## src/rtl/core/jfs_pkg.sv

```systemverilog
package jfs_pkg;

    localparam int unsigned BYTE_W  = 8;
    localparam int unsigned WORD_W  = 16;
    localparam int unsigned PHASE_W = 4;
    localparam int unsigned CFG_IDX_W = 2;

    typedef logic [BYTE_W-1:0]    t_byte;
    typedef logic [WORD_W-1:0]    t_word;
    typedef logic [PHASE_W-1:0]   t_phase;
    typedef logic [CFG_IDX_W-1:0] t_cfg_idx;

    localparam t_cfg_idx CFG_TARGET_WIDTH  = 2'd0;
    localparam t_cfg_idx CFG_TARGET_HEIGHT = 2'd1;

    localparam t_word TARGET_WIDTH_RST  = 16'd1920;
    localparam t_word TARGET_HEIGHT_RST = 16'd1080;

    localparam t_byte BYTE_PREFIX = 8'hFF;
    localparam t_byte BYTE_SOI    = 8'hD8;
    localparam t_byte BYTE_SOF0   = 8'hC0;
    localparam t_byte BYTE_SOF2   = 8'hC2;

    localparam t_word SOF_SKIP = 16'd3;
    localparam t_word LEN_MIN  = 16'd2;

    localparam t_phase PH_START0  = 4'd0;
    localparam t_phase PH_START1  = 4'd1;
    localparam t_phase PH_NOTJPEG = 4'd2;
    localparam t_phase PH_HUNT    = 4'd3;
    localparam t_phase PH_MARKER  = 4'd4;
    localparam t_phase PH_SOFSKIP = 4'd5;
    localparam t_phase PH_HHI     = 4'd6;
    localparam t_phase PH_HLO     = 4'd7;
    localparam t_phase PH_WHI     = 4'd8;
    localparam t_phase PH_WLO     = 4'd9;
    localparam t_phase PH_LENHI   = 4'd10;
    localparam t_phase PH_LENLO   = 4'd11;
    localparam t_phase PH_SKIP    = 4'd12;

endpackage

```

## src/rtl/core/jpeg_frame_size_scanner.sv

```systemverilog
// Channel  | valid         | stall / ready   | payload
// -------- | ------------- | --------------- | -----------------------------------------
// byte in  | i_in_valid    | o_in_stall      | i_data_byte, i_last_byte
// result   | o_out_valid   | i_out_stall     | o_is_jpeg, o_frame_width, o_frame_height,
//          |               |                 | o_size_matches
// config   | i_cfg_valid   | o_cfg_ready     | i_cfg_index, i_cfg_data
//
// One byte per cycle while o_in_stall is low. A byte is registered on transfer
// and parsed from the byte register; a last byte's result is then registered for output.
// Synchronous active-low reset clears the parser and the byte and result valid
// flags and loads the default targets. A stalled result holds the byte register;
// the byte register still refills when its content needs no result slot.
module jpeg_frame_size_scanner (
    input  logic               i_clk,
    input  logic               i_rst_n,
    input  logic               i_in_valid,
    output logic               o_in_stall,
    input  jfs_pkg::t_byte     i_data_byte,
    input  logic               i_last_byte,
    output logic               o_out_valid,
    input  logic               i_out_stall,
    output logic               o_is_jpeg,
    output jfs_pkg::t_word     o_frame_width,
    output jfs_pkg::t_word     o_frame_height,
    output logic               o_size_matches,
    input  logic               i_cfg_valid,
    output logic               o_cfg_ready,
    input  jfs_pkg::t_cfg_idx  i_cfg_index,
    input  jfs_pkg::t_word     i_cfg_data
);
    import jfs_pkg::*;

    t_word  r_target_w, r_target_h;

    logic   r_in_valid;
    t_byte  r_byte;
    logic   r_last;

    t_phase r_phase, n_phase;
    t_word  r_skip, n_skip;
    t_byte  r_len_hi, n_len_hi;
    t_word  r_width, n_width;
    t_word  r_height, n_height;
    logic   r_jpeg, n_jpeg;

    logic   r_out_valid;
    logic   r_out_jpeg;
    t_word  r_out_w, r_out_h;
    logic   r_out_match;

    logic   out_free;
    logic   advance;
    logic   emit;
    t_word  word_val;
    t_word  skip_dec;
    t_word  res_w, res_h;

    assign o_cfg_ready = 1'b1;

    assign out_free   = !r_out_valid || !i_out_stall;
    assign advance    = r_in_valid && (out_free || !r_last);
    assign o_in_stall = r_in_valid && !advance;
    assign emit       = advance && r_last;

    assign word_val = {r_len_hi, r_byte};
    assign skip_dec = r_skip - 16'd1;

    always_comb begin
        n_phase  = r_phase;
        n_skip   = r_skip;
        n_len_hi = r_len_hi;
        n_width  = r_width;
        n_height = r_height;
        n_jpeg   = r_jpeg;
        case (r_phase)
            PH_START0: begin
                n_phase = (r_byte == BYTE_PREFIX) ? PH_START1 : PH_NOTJPEG;
            end
            PH_START1: begin
                if (r_byte == BYTE_SOI) begin
                    n_jpeg  = 1'b1;
                    n_phase = PH_HUNT;
                end else begin
                    n_phase = PH_NOTJPEG;
                end
            end
            PH_HUNT: begin
                if (r_byte == BYTE_PREFIX) begin
                    n_phase = PH_MARKER;
                end
            end
            PH_MARKER: begin
                if (r_byte == BYTE_SOF0 || r_byte == BYTE_SOF2) begin
                    n_skip  = SOF_SKIP;
                    n_phase = PH_SOFSKIP;
                end else begin
                    n_phase = PH_LENHI;
                end
            end
            PH_SOFSKIP: begin
                n_skip = skip_dec;
                if (skip_dec == '0) begin
                    n_phase = PH_HHI;
                end
            end
            PH_HHI: begin
                n_len_hi = r_byte;
                n_phase  = PH_HLO;
            end
            PH_HLO: begin
                n_skip  = word_val;
                n_phase = PH_WHI;
            end
            PH_WHI: begin
                n_len_hi = r_byte;
                n_phase  = PH_WLO;
            end
            PH_WLO: begin
                n_width  = word_val;
                n_height = r_skip;
                n_skip   = '0;
                n_phase  = PH_HUNT;
            end
            PH_LENHI: begin
                n_len_hi = r_byte;
                n_phase  = PH_LENLO;
            end
            PH_LENLO: begin
                if (word_val <= LEN_MIN) begin
                    n_skip  = '0;
                    n_phase = PH_HUNT;
                end else begin
                    n_skip  = word_val - LEN_MIN;
                    n_phase = PH_SKIP;
                end
            end
            PH_SKIP: begin
                n_skip = skip_dec;
                if (skip_dec == '0) begin
                    n_phase = PH_HUNT;
                end
            end
            default: begin
                n_phase = PH_NOTJPEG;
            end
        endcase
    end

    assign res_w = n_jpeg ? n_width  : '0;
    assign res_h = n_jpeg ? n_height : '0;

    always_ff @(posedge i_clk) begin
        if (!i_rst_n) begin
            r_target_w <= TARGET_WIDTH_RST;
            r_target_h <= TARGET_HEIGHT_RST;
        end else if (i_cfg_valid) begin
            if (i_cfg_index == CFG_TARGET_WIDTH) begin
                r_target_w <= i_cfg_data;
            end else if (i_cfg_index == CFG_TARGET_HEIGHT) begin
                r_target_h <= i_cfg_data;
            end
        end
    end

    always_ff @(posedge i_clk) begin
        if (!i_rst_n) begin
            r_in_valid <= 1'b0;
        end else if (!o_in_stall) begin
            r_in_valid <= i_in_valid;
        end
    end

    always_ff @(posedge i_clk) begin
        if (i_in_valid && !o_in_stall) begin
            r_byte <= i_data_byte;
            r_last <= i_last_byte;
        end
    end

    always_ff @(posedge i_clk) begin
        if (!i_rst_n || emit) begin
            r_phase  <= PH_START0;
            r_skip   <= '0;
            r_len_hi <= '0;
            r_width  <= '0;
            r_height <= '0;
            r_jpeg   <= 1'b0;
        end else if (advance) begin
            r_phase  <= n_phase;
            r_skip   <= n_skip;
            r_len_hi <= n_len_hi;
            r_width  <= n_width;
            r_height <= n_height;
            r_jpeg   <= n_jpeg;
        end
    end

    always_ff @(posedge i_clk) begin
        if (!i_rst_n) begin
            r_out_valid <= 1'b0;
        end else if (out_free) begin
            r_out_valid <= emit;
        end
    end

    always_ff @(posedge i_clk) begin
        if (emit) begin
            r_out_jpeg  <= n_jpeg;
            r_out_w     <= res_w;
            r_out_h     <= res_h;
            r_out_match <= (res_w == r_target_w) && (res_h == r_target_h);
        end
    end

    assign o_out_valid    = r_out_valid;
    assign o_is_jpeg      = r_out_jpeg;
    assign o_frame_width  = r_out_w;
    assign o_frame_height = r_out_h;
    assign o_size_matches = r_out_match;

endmodule

```

## config.mk

```make
export PLATFORM = sky130hd
export DESIGN_NAME = jpeg_frame_size_scanner
export DESIGN_NICKNAME = d
export VERILOG_FILES = /design/src/rtl/core/jfs_pkg.sv /design/src/rtl/core/jpeg_frame_size_scanner.sv
export SDC_FILE = /design/constraint.sdc
export NUM_CORES = 1
export LEC_CHECK = 0
export BUFFER_PORTS_ARGS = -buffer_cell sky130_fd_sc_hd__buf_2
export CAP_MARGIN = 40
export CORE_MARGIN = 2
export CORE_UTILIZATION = 50
export DETAILED_ROUTE_END_ITERATION = 16
export GPL_ROUTABILITY_DRIVEN = 0
export PLACE_DENSITY_LB_ADDON = 0.2
export SYNTH_ARGS = -nofsm -noshare
export SYNTH_HDL_FRONTEND = slang
export SYNTH_SLANG_ARGS = --single-unit
```

## constraint.sdc

```tcl
create_clock -name i_clk -period 4.7 [get_ports i_clk]
set_input_delay 0.235 -clock i_clk [delete_from_list [all_inputs] [get_ports i_clk]]
set_output_delay 0.235 -clock i_clk [all_outputs]
set_load 0.05 [all_outputs]
```

; ---- Word level (Yosys, flattened, before mapping)
; Index checks and enable logic that the tools add are counted.
[op_classes]
n_mux = 17
n_bitwise = 1
addsub = 2
reduce_logical = 26
n_lt_le_gt_ge = 1
n_eq_ne = 22
[op_table]
columns = op, n
row1 = $mux W16, 6
row2 = $pmux W16 S5, 1
row3 = $pmux W4 S12, 1
row4 = $eq A16 B16 Y1, 2
row5 = $eq A8 B8 Y1 const B, 4
row6 = $eq A4 B4 Y1 const B, 5
row7 = $mux W4, 5
row8 = $eq A4 B3 Y1 const B, 4
row9 = $le A16 B2 Y1 const B, 1
row10 = $logic_not A16 Y1, 1
row11 = $sub A16 B1 Y16 const B, 1
row12 = $sub A16 B2 Y16 const B, 1
row13 = $ne A2 B2 Y1 const B, 4
row14 = $logic_not A1 Y1, 6
row15 = $reduce_and A3 Y1, 2
row16 = $logic_and A1 B1 Y1, 5
row17 = $reduce_bool A5 Y1, 1
row18 = $eq A4 B1 Y1 const B, 1
row19 = $eq A4 B2 Y1 const B, 1
row20 = $logic_not A4 Y1, 1
row21 = $logic_or A1 B1 Y1, 4
row22 = $reduce_and A2 Y1, 2
row23 = $reduce_and A4 Y1, 1
row24 = $mux W1, 3
row25 = 6 further kinds, 6
[totals]
word_cells = 85
output_inout_bits = 37
reg_bits = 138
inputBits = 32

; ---- Depth between registers and ports, before layout
[logic_depth]
word_depth = 8
mapped_depth = 12
depth_no_buf = 9

; ---- Worst setup path before layout
; Ideal clock, no wire load.
[synth_timing]
path_type = register to register
startpoint = register r_phase[2]
endpoint = register r_out_match, in the netlist o_size_matches (data pin)
t_arrival_ns = 2.494
required_ns = 4.530
period_less_slack_ns = 2.664
setup_ns = 0.170
n_path_buf = 3
slack_ns = 2.036
stages_incl_launch_ff = 11
cell_sequence = dfxtp_1 buf_2 nor4bb_4 buf_6 buf_6 mux2i_1 o22ai_1 nor4_1 a21oi_1 or4_1 nor4_2
[synth_via]
elab_chain_len = 5
word_cells_on_any_way = 10
classes_between = 4 x eq/ne / 5 x mux / 1 x reduce/logical
[synth_rtl]
columns = item, line
row1 = "start, declared", jpeg_frame_size_scanner.sv:39  ; t_phase r_phase, n_phase;
row2 = "start signal, assigned", jpeg_frame_size_scanner.sv:189  ; r_phase <= n_phase;
row3 = $eq A4 B4 Y1 or $eq A4 B1 Y1 (tied branches), jpeg_frame_size_scanner.sv:75  ; case (r_phase)
row4 = $mux W16 or $mux W1 (tied branches), jpeg_frame_size_scanner.sv:75
row5 = "$mux W16, on equally long branches", "jpeg_frame_size_scanner.sv:149, jpeg_frame_size_scanner.sv:150"
row6 = $eq A16 B16 Y1, jpeg_frame_size_scanner.sv:211  ; r_out_match <= (res_w == r_target_w) && (res_h == r_target_h);
row7 = $logic_and A1 B1 Y1 *, jpeg_frame_size_scanner.sv:211
row8 = "end signal, assigned", jpeg_frame_size_scanner.sv:211
row9 = "end, declared", jpeg_frame_size_scanner.sv:49  ; logic r_out_match;
; Mark *: on every way between the ends. The rest lies on a longest branch, timed or not.
; A chain may end at the register's enable or synchronous reset.

; ---- Worst setup path after layout
[layout_timing]
startpoint = register r_phase[3]
endpoint = register r_out_match, in the netlist o_size_matches (data pin)
; Same word-level chain as after synthesis.

==> impl_metrics.env <==
export IMPL_vias=6239
export IMPL_cp_max_fo=41
export IMPL_clk_pin_slew_ns=0.06
export IMPL_placed_cell_area_sq_um=7270
export IMPL_die_h_um=121
export IMPL_period_share_pct=75.4
export IMPL_finalHoldViolations=0
export IMPL_fmax_mhz=282
export IMPL_crit_end="o_size_matches$_DFFE_PP_"
export IMPL_portBuffers=67
export IMPL_core_rowCount=42
export IMPL_p_total_mw=2.71
export IMPL_clkSinkCount=138
export IMPL_cpMaxStageDelayCell="dfxtp_1"
export IMPL_synthCells=795
export IMPL_irDropWorstVdd_mv=0.206
export IMPL_power_density_nw_per_um2=343
export IMPL_r2r_cells=8
export IMPL_power_leakage_nw=2.80
export IMPL_synthFlopType="dfxtp_1"
export IMPL_avgViaCountPerCell=6.07
export IMPL_die_area_sq_um=14700
export IMPL_root_buffer="clkbuf_16"
export IMPL_cts_htree_levels=4
export IMPL_outcome="finished clean"
export IMPL_worstMarginPinSlew_ns=0.712
export IMPL_core_area_sq_um=13300
export IMPL_synthMostInstantiatedCell="nand2_1"
export IMPL_crit_cells=8
export IMPL_end_kind="flop"
export IMPL_critical_path_max_stage_delay_ns=0.62
export IMPL_period_minus_slack_ns=3.54
export IMPL_ys_types=63
export IMPL_syn_area_sq_um=6860
export IMPL_drive_gt1_share_pct=13.6
export IMPL_dr_pass1_iters=6
export IMPL_path_buf_inv=1
export IMPL_grt_max_degree=49
export IMPL_synth_common_cells="nand2_1 (151), dfxtp_1 (95), nor2_1 (84), a21oi_1 (48), clkbuf_1 (48)"
export IMPL_routedWlPerCell_um=18.8
export IMPL_wl_um=19300
export IMPL_area_growth_pct=15.3
export IMPL_startpoint_type="flop"
export IMPL_ys_warn_count=0
export IMPL_path_class="reg2reg"
export IMPL_start_util_pct=51.6
export IMPL_synth_edf_count=43
export IMPL_crit_required_ns=4.94
export IMPL_grt_usage_pct=26.9
export IMPL_clk_latency_ns=0.43
export IMPL_die_w_um=121
export IMPL_hpwl_um=13800
export IMPL_grt_pass1_vias=5534
export IMPL_syn_num_nets=830
export IMPL_synthTopCellsByArea="dfxtp_1 (28%), edfxtp_1 (19%), nand2_1 (8.3%)"
export IMPL_overflow=0
export IMPL_path_cells="nor4bb_4, buf_4, mux2i_1, o22ai_1, nor4_1, a21oi_1, or4_1, nor4_2"
export IMPL_grt_pass1_wl_um=30100
export IMPL_cts_tree="done"
export IMPL_ios=69
export IMPL_antenna_found_initial=0
export IMPL_synth_top_area_share_pct=27.7
export IMPL_drv_cap=0
export IMPL_syn_area_per_cell_sq_um=8.62
export IMPL_final_cell_area_sq_um=7910
export IMPL_drt_iter0_markers=747
export IMPL_drc=0
export IMPL_tns_ns=0
export IMPL_cts_made_buffers=17
export IMPL_yosys_area_top_type="dfxtp_1"
export IMPL_crit_family="simple AND/OR/NAND/NOR gates"
export IMPL_async_reset_ff_share_pct=0
export IMPL_setup_viol=0
export IMPL_cp_arrival_ns=3.79
export IMPL_n_antenna_cell=0
export IMPL_nets=874
export IMPL_r2r_end="o_size_matches$_DFFE_PP_"
export IMPL_clock_path_buffers=2
export IMPL_slew_headroom_pct=52.4
export IMPL_clock_skew_ns=0.0110
export IMPL_slew_viol_final=0
export IMPL_crit_path_start="r_phase[3]$_SDFFE_PP0P_"
export IMPL_ys_seq_area_share_pct=46.6
export IMPL_rr_startpoint="r_phase[3]$_SDFFE_PP0P_"
export IMPL_hold_path_class="in2reg"
export IMPL_rsz0062_at_grt="false"
export IMPL_ant_nets=0
export IMPL_rrSetupSlack_ns=1.16
export IMPL_synth_seq_cells=138
logic make-up after synthesis:
logic type	Yosys count	synth area share (%)
buffers and inverters	75	4.78
AND/OR/NAND/NOR	344	23.2
XOR/XNOR	13	1.66
other	1	0.0547
AO/OA/AOI/OAI	178	16.9
flip-flops	138	46.6
multiplexers	43	6.33
adder cells (fa/ha/maj)	3	0.548
worst min-delay path by stage:
| stage | from | endpoint | cells past startpoint |
|---|---|---|---|
| final | i_cfg_data[4] | r_target_h[4]$_SDFFE_PN1P_ | 3 |
| after global routing | i_cfg_data[5] | r_target_h[5]$_SDFFE_PN1P_ | 3 |
| after CTS | i_in_valid | r_in_valid$_SDFFE_PN0N_ | 2 |
| after detailed placement | i_data_byte[6] | r_byte[6]$_DFFE_PP_ | 1 |
| after global placement | i_last_byte | r_last$_DFFE_PP_ | 1 |
| after floorplan | i_data_byte[0] | r_byte[0]$_DFFE_PP_ | 0 |
registers in the layout (all words and copies together) (netlist names):
name	flops
r_in_valid	1
r_phase	4
o_frame_width	16
o_is_jpeg	1
r_target_h	16
r_width	16
r_last	1
o_size_matches	1
o_out_valid	1
r_byte	8
o_frame_height	16
r_jpeg	1
r_height	16
r_len_hi	8
r_skip	16
r_target_w	16
worst min-delay path: stages:
cell and delay, ns:
buf_2 0.09, nand2_1 0.04, nand3_1 0.06
area by class of cell:
| type | count | area (sq um) |
|---|---|---|
| inverter | 15 | 56.3 |
| clock inverter | 11 | 100 |
| tap | 176 | 220 |
| sequential | 138 | 3190 |
| fill | 1153 | 5390 |
| clock buffer | 21 | 450 |
| multi-input combinational | 582 | 3360 |
| timing repair buffer | 85 | 528 |
per-stage QoR:
step                util [%]  worst slack, ns  instances  hold slack (ns)
finish                  59.5             1.16       1028           0.0340
global route            59.5            0.947       1028           0.0310
CTS                     59.5             1.26       1028           0.0200
detailed placement      54.7             1.28        987            0.413
global placement        54.1             1.34        982            0.413
floorplan                  -             2.04        795            0.334
power by group:
part | total (mW) | internal (mW) | switching [mW] | leakage [nW]
clock | 1.25 | 0.740 | 0.508 | 0.267
sequential | 1.29 | 1.25 | 0.0407 | 1.17
combinational | 0.171 | 0.0608 | 0.110 | 1.36
total | 2.71 | 2.05 | 0.659 | 2.80
metal layers:
layer	up-vias	share of wire, %	global-route usage [%]
met1	2955	43	36.6
met5	-	0	0
met4	0	2.6	11.3
met2	321	46	40.3
li1	2929	-	-
met3	34	8.6	7.24
repair_timing:
action | in CTS | in global routing
hold endpoints to repair | 9 | 0
hold buffers | 9 | 0
buffers inserted | 0 | 0
gates resized for setup | 0 | 0
cell usage in the layout, fill, tap and decap left out, drive strengths merged, types with 4 or more instances in the layout:
cell type,count
a221oi,12
mux2i,40
a211oi,9
nor2b,5
o22ai,14
inv,15
o21ai,37
edfxtp,43
nor3b,8
buf,76
dfxtp,95
nor3,28
nand2,151
a21oi,48
clkinv,8
or4,6
clkbuf,21
or3,5
and4,4
xnor2,4
nor2,84
a22o,4
dlygate4sd3,9
nand3,15
nand4,7
xor2,9
nor4,16
a21boi,25
(Power assumes the default switching activity.)
